$ cat config.mk
export PLATFORM = sky130hd
export DESIGN_NAME = edge_interrupt_line_controller
export DESIGN_NICKNAME = d
export VERILOG_FILES = /design/src/rtl/eilc_pkg.sv /design/src/rtl/eilc_lane.sv /design/src/rtl/eilc_merge.sv /design/src/rtl/edge_interrupt_line_controller.sv
export SDC_FILE = /design/constraint.sdc
export NUM_CORES = 1
export LEC_CHECK = 0
export BUFFER_PORTS_ARGS = -buffer_cell sky130_fd_sc_hd__clkbuf_2
export CORE_MARGIN = 4
export CORE_UTILIZATION = 50
export DETAILED_ROUTE_END_ITERATION = 12
export GPL_ROUTABILITY_DRIVEN = 0
export PLACE_DENSITY = 0.71
export RECOVER_POWER = 50
export REMOVE_ABC_BUFFERS = 1
export SYNTH_ARGS = -nofsm -noshare
export SYNTH_HDL_FRONTEND = slang
export SYNTH_SLANG_ARGS = --single-unit
$ cat constraint.sdc
create_clock -name clock -period 2.05 [get_ports clock]
set_input_delay 0.205 -clock clock [delete_from_list [all_inputs] [get_ports clock]]
set_output_delay 0.205 -clock clock [all_outputs]
set_load 0.02 [all_outputs]
$ cat src/rtl/eilc_pkg.sv
`timescale 1ns / 1ps
// ----------------------------------------------------------------------------
// eilc_pkg
// Shared types and constants for the edge interrupt line controller.
// ----------------------------------------------------------------------------
package eilc_pkg;

   localparam int LINE_WIDTH  = 16;
   localparam int GROUP_COUNT = 3;

   localparam logic [1:0] CMD_SAMPLE = 2'd0;
   localparam logic [1:0] CMD_WRITE  = 2'd1;
   localparam logic [1:0] CMD_READ   = 2'd2;

   localparam logic [1:0] REG_MASK    = 2'd0;
   localparam logic [1:0] REG_RISING  = 2'd1;
   localparam logic [1:0] REG_FALLING = 2'd2;
   localparam logic [1:0] REG_PENDING = 2'd3;

   localparam logic [LINE_WIDTH-1:0] GROUP0_LINES = 16'h0003;
   localparam logic [LINE_WIDTH-1:0] GROUP1_LINES = 16'h000c;
   localparam logic [LINE_WIDTH-1:0] GROUP2_LINES = 16'hfff0;

   // per-line view of one request
   typedef struct packed {
      logic       accept;
      logic [1:0] command;
      logic [1:0] reg_select;
      logic       write_bit;
      logic       level_bit;
   } lane_req_type;

   // what one line reports back
   typedef struct packed {
      logic read_bit;
      logic active;
   } lane_rsp_type;

endpackage

$ cat src/rtl/eilc_lane.sv
`timescale 1ns / 1ps
// ----------------------------------------------------------------------------
// eilc_lane
// State and edge detection for a single interrupt line.
// ----------------------------------------------------------------------------
module eilc_lane (
   input  logic                  clock,
   input  logic                  reset,
   input  eilc_pkg::lane_req_type lane_req,
   output eilc_pkg::lane_rsp_type lane_rsp
);

   logic prev_ff, prev_in;
   logic mask_ff, mask_in;
   logic rise_ff, rise_in;
   logic fall_ff, fall_in;
   logic pend_ff, pend_in;

   always_comb begin
      prev_in = prev_ff;
      mask_in = mask_ff;
      rise_in = rise_ff;
      fall_in = fall_ff;
      pend_in = pend_ff;
      lane_rsp.read_bit = 1'b0;
      if (lane_req.accept) begin
         unique case (lane_req.command)
            eilc_pkg::CMD_SAMPLE: begin
               pend_in = pend_ff
                  | (lane_req.level_bit & ~prev_ff & rise_ff)
                  | (~lane_req.level_bit & prev_ff & fall_ff);
               prev_in = lane_req.level_bit;
            end
            eilc_pkg::CMD_WRITE: begin
               unique case (lane_req.reg_select)
                  eilc_pkg::REG_MASK:    mask_in = lane_req.write_bit;
                  eilc_pkg::REG_RISING:  rise_in = lane_req.write_bit;
                  eilc_pkg::REG_FALLING: fall_in = lane_req.write_bit;
                  default:               pend_in = pend_ff & ~lane_req.write_bit;
               endcase
            end
            eilc_pkg::CMD_READ: begin
               unique case (lane_req.reg_select)
                  eilc_pkg::REG_MASK:    lane_rsp.read_bit = mask_ff;
                  eilc_pkg::REG_RISING:  lane_rsp.read_bit = rise_ff;
                  eilc_pkg::REG_FALLING: lane_rsp.read_bit = fall_ff;
                  default:               lane_rsp.read_bit = pend_ff;
               endcase
            end
            default: ;
         endcase
      end
      lane_rsp.active = pend_in & mask_in;
   end

   always_ff @(posedge clock) begin
      if (reset) begin
         prev_ff <= 1'b0;
         mask_ff <= 1'b0;
         rise_ff <= 1'b0;
         fall_ff <= 1'b0;
         pend_ff <= 1'b0;
      end else begin
         prev_ff <= prev_in;
         mask_ff <= mask_in;
         rise_ff <= rise_in;
         fall_ff <= fall_in;
         pend_ff <= pend_in;
      end
   end

endmodule

$ cat src/rtl/eilc_merge.sv
`timescale 1ns / 1ps
// ----------------------------------------------------------------------------
// eilc_merge
// Gathers lane results into read data and grouped interrupts, and holds
// the result register.
// ----------------------------------------------------------------------------
module eilc_merge (
   input  logic                                          clock,
   input  logic                                          reset,
   input  logic                                          load,
   input  logic                                          drain,
   input  eilc_pkg::lane_rsp_type [eilc_pkg::LINE_WIDTH-1:0] lane_rsp,
   output logic                                          valid,
   output logic [eilc_pkg::LINE_WIDTH-1:0]               read_value,
   output logic [eilc_pkg::GROUP_COUNT-1:0]              irq_groups
);

   logic                               valid_ff, valid_in;
   logic [eilc_pkg::LINE_WIDTH-1:0]    read_ff, read_in;
   logic [eilc_pkg::GROUP_COUNT-1:0]   groups_ff, groups_in;
   logic [eilc_pkg::LINE_WIDTH-1:0]    active;

   always_comb begin
      for (int i = 0; i < eilc_pkg::LINE_WIDTH; i++) begin
         read_in[i] = lane_rsp[i].read_bit;
         active[i]  = lane_rsp[i].active;
      end
      groups_in[0] = |(active & eilc_pkg::GROUP0_LINES);
      groups_in[1] = |(active & eilc_pkg::GROUP1_LINES);
      groups_in[2] = |(active & eilc_pkg::GROUP2_LINES);
      valid_in = load | (valid_ff & ~drain);
   end

   always_ff @(posedge clock) begin
      if (reset) begin
         valid_ff <= 1'b0;
      end else begin
         valid_ff <= valid_in;
      end
   end

   always_ff @(posedge clock) begin
      if (load) begin
         read_ff   <= read_in;
         groups_ff <= groups_in;
      end
   end

   assign valid      = valid_ff;
   assign read_value = read_ff;
   assign irq_groups = groups_ff;

endmodule

$ cat src/rtl/edge_interrupt_line_controller.sv
`timescale 1ns / 1ps
// ----------------------------------------------------------------------------
// edge_interrupt_line_controller
// Edge-triggered external interrupt controller with grouped outputs.
// ----------------------------------------------------------------------------
// Each request is a line sample, a register write or a register read and
// gives exactly one response in the next cycle; one request is taken every
// cycle while the response register is free or being drained. Each line has
// its own lane holding level, mask, edge selects and pending bit; the merge
// stage gathers the lanes into read data and ORs them into the three interrupt
// groups (lines 0-1, 2-3, 4-15), taken after the request's update.
module edge_interrupt_line_controller #(
   parameter int LINE_COUNT = 16
) (
   input  logic        clock,
   input  logic        reset,
   input  logic        req_tvalid,
   output logic        req_tready,
   input  logic [31:0] req_tdata,   // write_value[15:0], line_levels[31:16]
   input  logic [3:0]  req_tuser,   // command[1:0], reg_select[3:2]
   output logic        rsp_tvalid,
   input  logic        rsp_tready,
   output logic [23:0] rsp_tdata    // read_value[15:0], irq_groups[18:16], zero
);

   localparam int LaneCount = (LINE_COUNT < eilc_pkg::LINE_WIDTH)
                              ? LINE_COUNT : eilc_pkg::LINE_WIDTH;

   logic                                          accept;
   logic                                          drain;
   logic [eilc_pkg::LINE_WIDTH-1:0]               read_value;
   logic [eilc_pkg::GROUP_COUNT-1:0]              irq_groups;
   eilc_pkg::lane_rsp_type [eilc_pkg::LINE_WIDTH-1:0] lane_rsp;

   assign drain      = rsp_tvalid & rsp_tready;
   assign req_tready = ~rsp_tvalid | rsp_tready;
   assign accept     = req_tvalid & req_tready;

   for (genvar i = 0; i < eilc_pkg::LINE_WIDTH; i++) begin : g_lane
      if (i < LaneCount) begin : g_used
         eilc_pkg::lane_req_type lane_req;
         assign lane_req.accept     = accept;
         assign lane_req.command    = req_tuser[1:0];
         assign lane_req.reg_select = req_tuser[3:2];
         assign lane_req.write_bit  = req_tdata[i];
         assign lane_req.level_bit  = req_tdata[eilc_pkg::LINE_WIDTH + i];
         eilc_lane u_lane (
            .clock    (clock),
            .reset    (reset),
            .lane_req (lane_req),
            .lane_rsp (lane_rsp[i])
         );
      end else begin : g_unused
         assign lane_rsp[i] = '0;
      end
   end

   eilc_merge u_merge (
      .clock      (clock),
      .reset      (reset),
      .load       (accept),
      .drain      (drain),
      .lane_rsp   (lane_rsp),
      .valid      (rsp_tvalid),
      .read_value (read_value),
      .irq_groups (irq_groups)
   );

   assign rsp_tdata = {5'd0, irq_groups, read_value};

   ast_accept_gives_rsp: assert property (@(posedge clock) disable iff (reset)
      accept |=> rsp_tvalid)
      else $error("accepted request produced no response");

   ast_no_read_zero: assert property (@(posedge clock) disable iff (reset)
      (accept && req_tuser[1:0] != eilc_pkg::CMD_READ) |=> rsp_tdata[15:0] == 16'd0)
      else $error("non-read response carries read data");

   ast_hold_when_stalled: assert property (@(posedge clock) disable iff (reset)
      (rsp_tvalid && !rsp_tready) |=> $stable(rsp_tdata))
      else $error("response changed while stalled");

   ast_pad_zero: assert property (@(posedge clock) disable iff (reset)
      rsp_tvalid |-> rsp_tdata[23:19] == 5'd0)
      else $error("response padding not zero");

endmodule

==> results of run 1 <==
-- sequential cells by signal, indices dropped and copies added (netlist names) --
signal and flops:
g_lane.g_used.u_lane.fall_ff 16, g_lane.g_used.u_lane.mask_ff 16, g_lane.g_used.u_lane.pend_ff 16, g_lane.g_used.u_lane.prev_ff 16
g_lane.g_used.u_lane.rise_ff 16, u_merge.irq_groups 3, u_merge.read_value 16, u_merge.valid 1
-- power by group through the flow --
stage | combinational, mW | clock (mW) | sequential [mW]
after detailed placement | 0.366 | 0 | 2.10
after CTS | 0.378 | 1.44 | 2.06
final | 0.387 | 1.41 | 2.06
after global placement | 0.361 | 0 | 2.10
after global routing | 0.413 | 1.54 | 2.06
after floorplan | 0.120 | 0 | 2.12
-- final cells by class --
type	instances	area (µm²)
tap	108	135.1
multi-input combinational	309	2384
clock inverter	4	71.32
sequential	100	2193
timing repair buffer	105	651.9
fill	739	3247
inverter	2	10.01
clock buffer	12	156.4
-- metrics by stage --
step                worst slack, ns  area (µm²)  hold slack (ns)   TNS, ns
floorplan                    -1.236        4438           0.2741    -57.06
global placement            -0.1343        5234           0.4496   -0.1343
detailed placement          -0.2086        5234           0.4574   -0.2086
CTS                         0.01097        5545          0.06673         0
global route               -0.01610        5602          0.06237  -0.01610
finish                      0.03701        5602          0.08010         0
-- cells in the mapped netlist, drive strengths merged (2+ instances only) --
master and count:
edfxtp 19, o31ai 4, a2111oi 4, nand3b 17
nor2 42, mux2i 36, inv 2, a222oi 2
o41ai 8, o2111ai 3, nand3 4, a22oi 4
buf 21, nand2 49, a21oi 26, mux2 9
o21ai 10, o22ai 2, mux4 16, and3 16
nor2b 20, a2bb2oi 3, dfxtp 81, nor3b 3
clkbuf 17, nand4 5, o21a 5, and3b 6
a21o 4
-- cell families after synthesis --
| kind of cell | synth area share |
|---|---|
| and+or+nand+nor | 0.1897 |
| AOI/OAI and AO/OA | 0.1114 |
| DFF | 0.4748 |
| other | 0.0008122 |
| muxes | 0.1797 |
| buffers and inverters | 0.04363 |
-- layer usage --
layer | wire length, µm | vias to the layer above
li1 | - | 1773
met1 | 5013 | 1910
met2 | 6072 | 148
met3 | 707 | 23
met4 | 244 | 0
met5 | 0 | -
-- worst max-delay path, stage by stage (launching register included) --
cell      delay (ns)
dfxtp_2         0.34
nor2b_4         0.16
buf_6           0.14
inv_4           0.05
buf_12          0.13
nand3_2         0.14
buf_6           0.16
o21ai_0         0.12
a222oi_1        0.39
nand4_1         0.14
-- path summary, 6_finish.rpt --
kind / from / cells past startpoint / end / slack (ns)
min: req_tdata[18] / 3 / g_lane[2].g_used.u_lane.prev_ff$_SDFFE_PP0P_ / 0.08
max reg2reg: u_merge.valid$_SDFF_PP0_ / 9 / u_merge.irq_groups[2]$_DFFE_PP_ / 0.04
min reg2reg: g_lane[10].g_used.u_lane.prev_ff$_SDFFE_PP0P_ / 2 / g_lane[10].g_used.u_lane.prev_ff$_SDFFE_PP0P_ / 0.47
max: u_merge.valid$_SDFF_PP0_ / 9 / u_merge.irq_groups[2]$_DFFE_PP_ / 0.04
-- timing repair --
| item | 4_1_cts | 5_1_grt |
|---|---|---|
| hold buffers | 0 | 0 |
| resized for setup | 13 | 16 |
| hold endpoints to repair | 0 | 0 |
| setup endpoints to repair | 1 | 1 |
| pin swaps | 3 | 4 |
| cloned | 1 | 0 |
| setup buffers | 3 | 0 |
==> Implementation_results.wiki, run 1 <==
{| class="wikitable"
! Metric !! Value
|-
| Result of the run || completed
|-
| Setup Skew || 0.007228 ns
|-
| First-pass DRT Iterations || 7
|-
| Total placed cells including tap cells || 620
|-
| Net count reported at finish || 567
|-
| Vias post-DR || 3854
|-
| Worst vdd ir || 0.4042 mV
|-
| Clock insertion delay at the later pin of the skew report || 0.36 ns
|-
| Post-route ant nets || 0
|-
| Effective utilization at floorplan || 0.5218
|-
| Setup Viol. Count Final || 0
|-
| Number of synthesized flops with an enable pin || 19
|-
| Met1 Track Usage GR || 0.2831
|-
| Number of buffers added by the clock tree synthesis step || 9
|-
| Net switching fraction of the power || 0.2384
|-
| Commonest non-fill, non-tap cell in the layout || dfxtp_1
|-
| Via count of the first global-routing pass || 3811
|-
| Most used flip-flop cell after synthesis || dfxtp_1
|-
| Power share of the clock group || 0.366
|-
| Worst slew margin relative to its limit || 0.6405
|-
| Sequential Power Share || 0.533
|-
| CTS tree || done
|-
| Core area || 8848 µm²
|-
| Path type of the worst setup path || reg -> reg
|-
| Routed wirelength normalized by instance count || 18.81 µm
|-
| Area share of the largest cell type after synthesis || 0.3512
|-
| Min Clock Period, post-route || 2.013 ns
|-
| Top-level port count || 66
|-
| Clk Tree Root Cell || clkbuf_8
|-
| Area enclosed by the die boundary || 10830 µm²
|-
| Tightest Pin Transition || 0.5392 ns
|-
| Number of synthesized register bits || 100
|-
| Number of rows created at floorplan || 34
|-
| Total routing resource utilization after global routing || 0.2223
|-
| Antenna violations before repair || 0
|-
| IO buf count || 60
|-
| Critical Path RT || 2.15 ns
|-
| Busiest grt layer || met2
|-
| Hold crit path type || in -> reg
|-
| Met2 layer usage reported by global route || 0.3700
|-
| Post-detail-place hpwl || 8.440 mm
|-
| Share of the cycle needed by the critical path after routing || 0.9819
|-
| Net load switching power || 0.9202 mW
|-
| Final routed wirelength across all metal layers || 12.04 mm
|-
| Summed instance area of the synthesized netlist || 4617 µm²
|-
| Leakage power total || 2.100 nW
|-
| Warning count from the yosys run || 0
|-
| Portion of total power attributed to combinational logic || 0.100
|-
| Pin count of the biggest net entering global routing || 82
|-
| Final antenna diode count || 0
|-
| Global-route wire length before repair || 19.39 mm
|-
| Number of DRC markers after the initial detailed-route iteration || 237
|-
| Mean instance size in the synthesized netlist || 10.38 µm²
|-
| Startpoint types || register
|-
| Cell types occupying the most area after synthesis || dfxtp_1, edfxtp_1, mux2i_1
|-
| Internal power component || 2.940 mW
|-
| # Max-Cap Violations || 0
|-
| Post-Syn Instances || 445
|-
| Final routed DRC violation total || 0
|-
| Overall power || 3.860 mW
|-
| Critical path fanouts, max || 10
|-
| Horizontal die dimension || 104.1 µm
|-
| Sequential area share after synthesis || 0.4748
|-
| Fin. max-slew vios || 0
|-
| Achievable frequency || 496.8 MHz
|-
| Async set-or-reset flop fraction in the synthesized netlist || 0
|-
| Final cell count without fillers || 640
|-
| H-tree depth || 3
|-
| Largest area contributor in the synthesized netlist || dfxtp_1
|-
| Type of destination of the critical path || register
|-
| Clock slew seen by the registers of the worst setup and hold paths || 0.09 ns
|-
| Signal arrival time at the worst endpoint || 2.11 ns
|-
| Average vias per placed instance || 6.022
|-
| Post-layout utilization of the core || 0.6331
|-
| Clock Path Buffers || 2
|-
| Fraction of met3 tracks used by global routing || 0.05338
|-
| Top library cells by usage in the layout, fill and taps aside || dfxtp_1, nand2_1, nor2_1, clkbuf_2, mux2i_1
|-
| Clock sink count || 100
|-
| Overflow after GRT || 0
|-
| Signed area change from the synthesized netlist to the final layout || 21.33%
|-
| Hold Vio Cnt, Final || 0
|-
| Share of final-layout standard cells stronger than drive strength 1 || 0.2556
|-
| Die height || 104.1 µm
|-
| Power density normalized to cell area || 689.1 nW/µm²
|-
| Number of distinct library cells after synthesis || 45
|}
(Power assumes the default switching activity.)
==> run 2: changes to the inputs <==
==> constraint.sdc (replaced) <==
create_clock -name clock -period 2.5 [get_ports clock]
set_input_delay 0.25 -clock clock [delete_from_list [all_inputs] [get_ports clock]]
set_output_delay 0.25 -clock clock [all_outputs]
set_load 0.02 [all_outputs]
==> run 2 against run 1 <==
Net effect:
- cell count down 3.6%
- critical path depth down 3
- clock skew is 0.00075 ns higher
- clock-buffer cell count fell by 3
- critical path type unchanged
- critical endpoint unchanged
==> Implementation_results.wiki, run 2 (synthesis gave the netlist of run 1 again) <==
{| class="wikitable"
! Metric !! Value
|-
| Result of the run || completed
|-
| Filler Cells Inserted || 776 (+5.0%)
|-
| Clk Tree Root Cell || clkbuf_8
|-
| Cts hold-fix bufs || 0 (unchanged)
|-
| Vias post-DR || 3603 (-6.5%)
|-
| Share of final-layout standard cells stronger than drive strength 1 || 0.1906 (-0.06507)
|-
| First-pass DRT Iterations || 5 (-2)
|-
| Core area || 8848 µm² (unchanged)
|-
| # Max-Cap Violations || 0 (unchanged)
|-
| # resized after CTS || 0 (-13)
|-
| Post-detail-place hpwl || 7.812 mm (-7.4%)
|-
| CTS tree || done
|-
| Antenna violations before repair || 0 (unchanged)
|-
| Number of buffers added by the clock tree synthesis step || 9 (unchanged)
|-
| Path type of the worst setup path || reg -> reg
|-
| Worst vdd ir || 0.3110 mV (-23%)
|-
| Average vias per placed instance || 5.840 (-3.0%)
|-
| Routed wirelength normalized by instance count || 18.04 µm (-4.1%)
|-
| Share of the cycle needed by the critical path after routing || 0.9221 (-0.05986)
|-
| Register cell area after layout || 2192 µm² (about the same)
|-
| Hold crit path type || in -> reg
|-
| Critical path fanouts, max || 19 (+9)
|-
| Achievable frequency || 433.8 MHz (-13%)
|-
| Min Clock Period, post-route || 2.305 ns (+0.2922 ns)
|-
| Overflow after GRT || 0 (unchanged)
|-
| Number of rows created at floorplan || 34 (unchanged)
|-
| Tightest Pin Transition || 1.247 ns (+0.7073 ns)
|-
| Post-layout utilization of the core || 0.5851 (-0.04794)
|-
| Via count of the first global-routing pass || 3517 (-7.7%)
|-
| Area of the multi-input gates || 2236 µm² (-6.2%)
|-
| Final routed DRC violation total || 0 (unchanged)
|-
| Clock sink count || 100 (unchanged)
|-
| Startpoint types || register
|-
| Fin. max-slew vios || 0 (unchanged)
|-
| Commonest non-fill, non-tap cell in the layout || dfxtp_1
|-
| Clock slew seen by the registers of the worst setup and hold paths || 0.10 ns (about the same)
|-
| Net count reported at finish || 544 (-4.1%)
|-
| Signed area change from the synthesized netlist to the final layout || 12.14%
|-
| H-tree depth || 3 (unchanged)
|-
| Clock insertion delay at the later pin of the skew report || 0.36 ns (about the same)
|-
| IO buf count || 60 (unchanged)
|-
| Setup Skew || 0.007981 ns (+0.0007526 ns)
|-
| Leakage power total || 1.918 nW (-8.7%)
|-
| Number of DRC markers after the initial detailed-route iteration || 218 (-8.0%)
|-
| Type of destination of the critical path || register
|-
| Worst slew margin relative to its limit || 0.1690 (-0.4716)
|-
| Top library cells by usage in the layout, fill and taps aside || dfxtp_1, nand2_1, nor2_1, clkbuf_2, mux2i_1
|-
| Area enclosed by the die boundary || 10830 µm² (unchanged)
|-
| Global-route wire length before repair || 18.33 mm (-5.5%)
|-
| Post-route ant nets || 0 (unchanged)
|-
| Effective utilization at floorplan || 0.5218 (unchanged)
|-
| Top-level port count || 66 (unchanged)
|-
| Total routing resource utilization after global routing || 0.2081 (-0.01420)
|-
| Pin count of the biggest net entering global routing || 82 (unchanged)
|-
| Signal arrival time at the worst endpoint || 2.41 ns (+0.30 ns)
|-
| Clock Path Buffers || 2 (unchanged)
|-
| Number of buffers inserted by post-CTS setup repair || 0 (-3)
|-
| RSZ-0062 raised after global routing || no
|-
| Horizontal die dimension || 104.1 µm (unchanged)
|-
| Critical Path RT || 2.60 ns (+0.45 ns)
|-
| Power density normalized to cell area || 558.3 nW/µm² (-19%)
|-
| Total negative slack for setup checks || 0 ns (unchanged)
|-
| Hold Vio Cnt, Final || 0 (unchanged)
|-
| Final antenna diode count || 0 (unchanged)
|-
| Final routed wirelength across all metal layers || 11.13 mm (-7.6%)
|-
| Die height || 104.1 µm (unchanged)
|-
| Setup Viol. Count Final || 0 (unchanged)
|}
-- run 2: cell count changes in the layout (fill, tap and decap cells not counted), moves of 3 or more --
| cell | before | now |
|---|---|---|
| o21ai_1 | 3 | 0 |
| buf_6 | 4 | 0 |
| buf_4 | 34 | 17 |
| clkbuf_2 | 41 | 37 |
| o21ai_0 | 6 | 10 |
| o41ai_1 | 3 | 8 |
| o41ai_4 | 3 | 0 |
-- run 2: through the flow --
stage / setup WS (ns) / hold WS (ns) / cells / total power [mW] / cell area (µm²)
2_1_floorplan: -0.7859 / 0.3191 / 411 / 1.840 / 4438
3_3_place_gp: 0.2883 / 0.4522 / 601 / 1.999 / 5066
3_5_place_dp: 0.2154 / 0.4566 / 601 / 2.003 / 5066
4_1_cts: 0.3026 / 0.1111 / 617 / 2.920 / 5239
5_1_grt: 0.09471 / 0.1095 / 617 / 3.000 / 5177
6_report: 0.1948 / 0.1212 / 617 / 2.890 / 5177
-- run 2: final timing paths --
path | cells past startpoint | end | start | slack, ns
hold reg to reg | 2 | g_lane[12].g_used.u_lane.prev_ff$_SDFFE_PP0P_ | g_lane[12].g_used.u_lane.prev_ff$_SDFFE_PP0P_ | 0.47
setup / recovery | 6 | u_merge.irq_groups[2]$_DFFE_PP_ | u_merge.valid$_SDFF_PP0_ | 0.19
setup reg to reg | 6 | u_merge.irq_groups[2]$_DFFE_PP_ | u_merge.valid$_SDFF_PP0_ | 0.19
hold / removal | 3 | g_lane[4].g_used.u_lane.prev_ff$_SDFFE_PP0P_ | req_tdata[20] | 0.12
-- run 2: worst max-delay path, stage by stage, from the launching register on --
cell and delay, ns:
dfxtp_1 0.32, nor2b_1 0.14, buf_4 0.21, o41ai_1 0.54, a22oi_1 0.16, a2111oi_0 0.53, nand4_1 0.14
-- run 2: power breakdown --
group          switching [mW]  total, mW  internal, mW
clock                   0.568      0.932         0.365
sequential             0.0157       1.69          1.67
combinational           0.180      0.270        0.0907
total                   0.763       2.89          2.13
-- run 2: final cells by class --
cell class,count,share of cell area
Multi-Input combinational cell,309,0.4318
Sequential cell,100,0.4234
Timing Repair Buffer,82,0.08386
Tap cell,108,0.02610
Clock buffer,9,0.02392
Clock inverter,7,0.009425
Inverter,2,0.001450
-- run 2: routing by layer --
metal / vias to the layer above / part of all wire / track usage / wire (µm)
li1: 1725 / - / - / -
met1: 1736 / 0.43 / 0.2757 / 4834
met2: 131 / 0.50 / 0.3505 / 5610
met3: 11 / 0.051 / 0.03973 / 572
met4: 0 / 0.010 / 0.05318 / 111
met5: - / 0 / 0 / 0
==> run 3: changes to the inputs <==
--- a/config.mk
+++ b/config.mk
@@ -5,12 +5,11 @@
 export SDC_FILE = /design/constraint.sdc
 export NUM_CORES = 1
 export LEC_CHECK = 0
-export BUFFER_PORTS_ARGS = -buffer_cell sky130_fd_sc_hd__clkbuf_2
 export CORE_MARGIN = 4
 export CORE_UTILIZATION = 50
 export DETAILED_ROUTE_END_ITERATION = 12
+export DONT_BUFFER_PORTS = 1
 export GPL_ROUTABILITY_DRIVEN = 0
-export PLACE_DENSITY = 0.71
 export RECOVER_POWER = 50
 export REMOVE_ABC_BUFFERS = 1
 export SYNTH_ARGS = -nofsm -noshare
==> run 3 against run 2 <==
Net effect:
- sequential power hardly changed
- sequential share of layout area is 1.9 points higher
- combinational power is 36% lower
- total power is 3.0% lower
- register-to-register slack better by 0.02 ns
==> Implementation_results.wiki, run 3 (synthesis gave the netlist of run 1 again) <==
{| class="wikitable"
! Metric !! Value
|-
| Area post-placement || 4736 µm² (-6.5%)
|-
| Pin count of the biggest net entering global routing || 82 (unchanged)
|-
| Number of rows created at floorplan || 34 (unchanged)
|-
| Final antenna diode count || 0 (unchanged)
|-
| Library cell contributing the largest single delay on the critical path || a222oi_1
|-
| Average vias per placed instance || 5.905 (+1.1%)
|-
| Post-layout worst setup margin || 0.2172 ns (+0.02245 ns)
|-
| Final routed wirelength across all metal layers || 11.05 mm (-0.71%)
|-
| Die height || 104.1 µm (unchanged)
|-
| Worst flop-to-flop path startpoint || u_merge.valid$_SDFF_PP0_
|-
| # Max-Cap Violations || 0 (unchanged)
|-
| Launch point of the worst hold path || req_tdata[23]
|-
| Signed area change from the synthesized netlist to the final layout || 7.236%
|-
| Cts hold-fix bufs || 2 (+2)
|-
| Overall power || 2.804 mW (-3.0%)
|-
| Critical path fanouts, max || 11 (-8)
|-
| Share of the cycle needed by the critical path after routing || 0.9131 (-0.008981)
|-
| Type of destination of the critical path || register
|-
| Worst vdd ir || 0.3138 mV (+0.88%)
|-
| RSZ-0062 raised after global routing || no
|-
| Clk Tree Root Cell || clkbuf_8
|-
| H-tree depth || 3 (unchanged)
|-
| Maximum cell stage delay along the critical path || 0.38 ns (-0.16 ns)
|-
| Hold crit path type || in -> reg
|-
| Hold Vio Cnt, Final || 0 (unchanged)
|-
| Cell family with the largest share of critical-path delay || simple AND/OR/NAND/NOR gates
|-
| Result of the run || completed
|-
| Leakage power total || 1.758 nW (-8.3%)
|-
| Worst min-delay path endpoint || g_lane[7].g_used.u_lane.prev_ff$_SDFFE_PP0P_
|-
| Clock Path Buffers || 2 (unchanged)
|-
| Signal arrival time at the worst endpoint || 2.37 ns (-0.04 ns)
|-
| Final Hold Slack || 0.01768 ns (-0.1035 ns)
|-
| R2R setup slack || 0.22 ns (+0.02 ns)
|-
| Number of DRC markers after the initial detailed-route iteration || 193 (-11%)
|-
| # resized after CTS || 0 (unchanged)
|-
| Effective utilization at floorplan || 0.5218 (unchanged)
|-
| Share of final-layout standard cells stronger than drive strength 1 || 0.1242 (-0.06640)
|-
| Number of buffers added by the clock tree synthesis step || 9 (unchanged)
|-
| First-pass DRT Iterations || 5 (unchanged)
|-
| Post-Layout Inst Area || 4951 µm² (-4.4%)
|-
| Post-route ant nets || 0 (unchanged)
|-
| Final routed DRC violation total || 0 (unchanged)
|-
| Total routing resource utilization after global routing || 0.2077 (-0.0004142)
|-
| Vias post-DR || 3301 (-8.4%)
|-
| Depth of the worst hold-timing path || 2 (-1)
|-
| Overflow after GRT || 0 (unchanged)
|-
| Total placed cells including tap cells || 537 (-11%)
|-
| Post-detail-place hpwl || 7.287 mm (-6.7%)
|-
| Setup Viol. Count Final || 0 (unchanged)
|-
| Critical path cell sequence || nor2b_1, inv_2, nand3_1, buf_4, mux2_2, a222oi_1, nand4_1
|-
| Tightest Pin Transition || 0.7287 ns (-0.5178 ns)
|-
| IO buf count || 0 (-100%)
|-
| Top-level port count || 66 (unchanged)
|-
| Total negative slack for setup checks || 0 ns (unchanged)
|-
| Clock sink count || 100 (unchanged)
|-
| Clock slew seen by the registers of the worst setup and hold paths || 0.09 ns (about the same)
|-
| Worst slew margin relative to its limit || 0.5139 (+0.3449)
|-
| Final cell count without fillers || 559 (-9.4%)
|-
| Achievable frequency || 438.1 MHz (+0.98%)
|-
| Fin. max-slew vios || 0 (unchanged)
|-
| Top library cells by usage in the layout, fill and taps aside || dfxtp_1, nand2_1, nor2_1, mux2i_1, a21oi_1
|-
| Routed wirelength normalized by instance count || 19.77 µm (+9.6%)
|-
| Post-layout utilization of the core || 0.5595 (-0.02559)
|-
| Capture point of the worst reg-to-reg path || u_merge.irq_groups[2]$_DFFE_PP_
|-
| Power density normalized to cell area || 566.4 nW/µm² (+1.5%)
|-
| CP Buf/Inv Count || 2 (+1)
|-
| Startpoint types || register
|-
| Critical Path RT || 2.59 ns (about the same)
|-
| Net count reported at finish || 486 (-11%)
|-
| Antenna violations before repair || 0 (unchanged)
|-
| Setup WS pre-CTS || 0.2994 ns (+0.08401 ns)
|-
| Global-route wire length before repair || 17.89 mm (-2.4%)
|-
| Number of buffers inserted by post-CTS setup repair || 0 (unchanged)
|-
| Commonest non-fill, non-tap cell in the layout || dfxtp_1
|-
| Path depth of the worst reg2reg path || 7 (+1)
|-
| Path type of the worst setup path || reg -> reg
|-
| Area enclosed by the die boundary || 10830 µm² (unchanged)
|-
| Setup Skew || 0.01020 ns (+0.002223 ns)
|-
| Clock insertion delay at the later pin of the skew report || 0.36 ns (about the same)
|-
| CTS tree || done
|-
| Core area || 8848 µm² (unchanged)
|-
| Min Clock Period, post-route || 2.283 ns (-0.02245 ns)
|-
| Via count of the first global-routing pass || 3312 (-5.8%)
|-
| Horizontal die dimension || 104.1 µm (unchanged)
|}
run 3: worst max-delay path by stage:
stage / slack [ns] / cells past startpoint / start / end
6_report: 0.22 / 7 / u_merge.valid$_SDFF_PP0_ / u_merge.irq_groups[2]$_DFFE_PP_
5_1_grt: 0.04 / 7 / u_merge.valid$_SDFF_PP0_ / u_merge.irq_groups[2]$_DFFE_PP_
4_1_cts: 0.27 / 7 / u_merge.valid$_SDFF_PP0_ / u_merge.irq_groups[2]$_DFFE_PP_
3_5_place_dp: 0.30 / 7 / u_merge.valid$_SDFF_PP0_ / u_merge.irq_groups[2]$_DFFE_PP_
3_3_place_gp: 0.21 / 7 / u_merge.valid$_SDFF_PP0_ / u_merge.irq_groups[2]$_DFFE_PP_
2_1_floorplan: -0.79 / 6 / u_merge.valid$_SDFF_PP0_ / g_lane[0].g_used.u_lane.rise_ff$_SDFFE_PP0P_
run 3: power breakdown:
| group | switching [mW] | internal [mW] |
|---|---|---|
| logic | 0.102 | 0.0697 |
| clock network | 0.539 | 0.385 |
| registers | 0.0348 | 1.67 |
| total | 0.676 | 2.13 |
run 3: metal layers:
layer,vias to the layer above,track usage,routed length (µm)
met5,-,0,0
met4,0,0.04274,36
met3,2,0.05959,851
met2,100,0.3408,5351
met1,1593,0.2747,4809
li1,1606,-,-
run 3: cell type report:
class,count,area (µm²)
clock buffers,11,141.4
well taps,108,135.1
clock inverters,5,28.78
multi-input cells,309,2236
inverters,2,7.507
fillers,795,3897
repair buffers,24,210.2
flip-flops and latches,100,2192
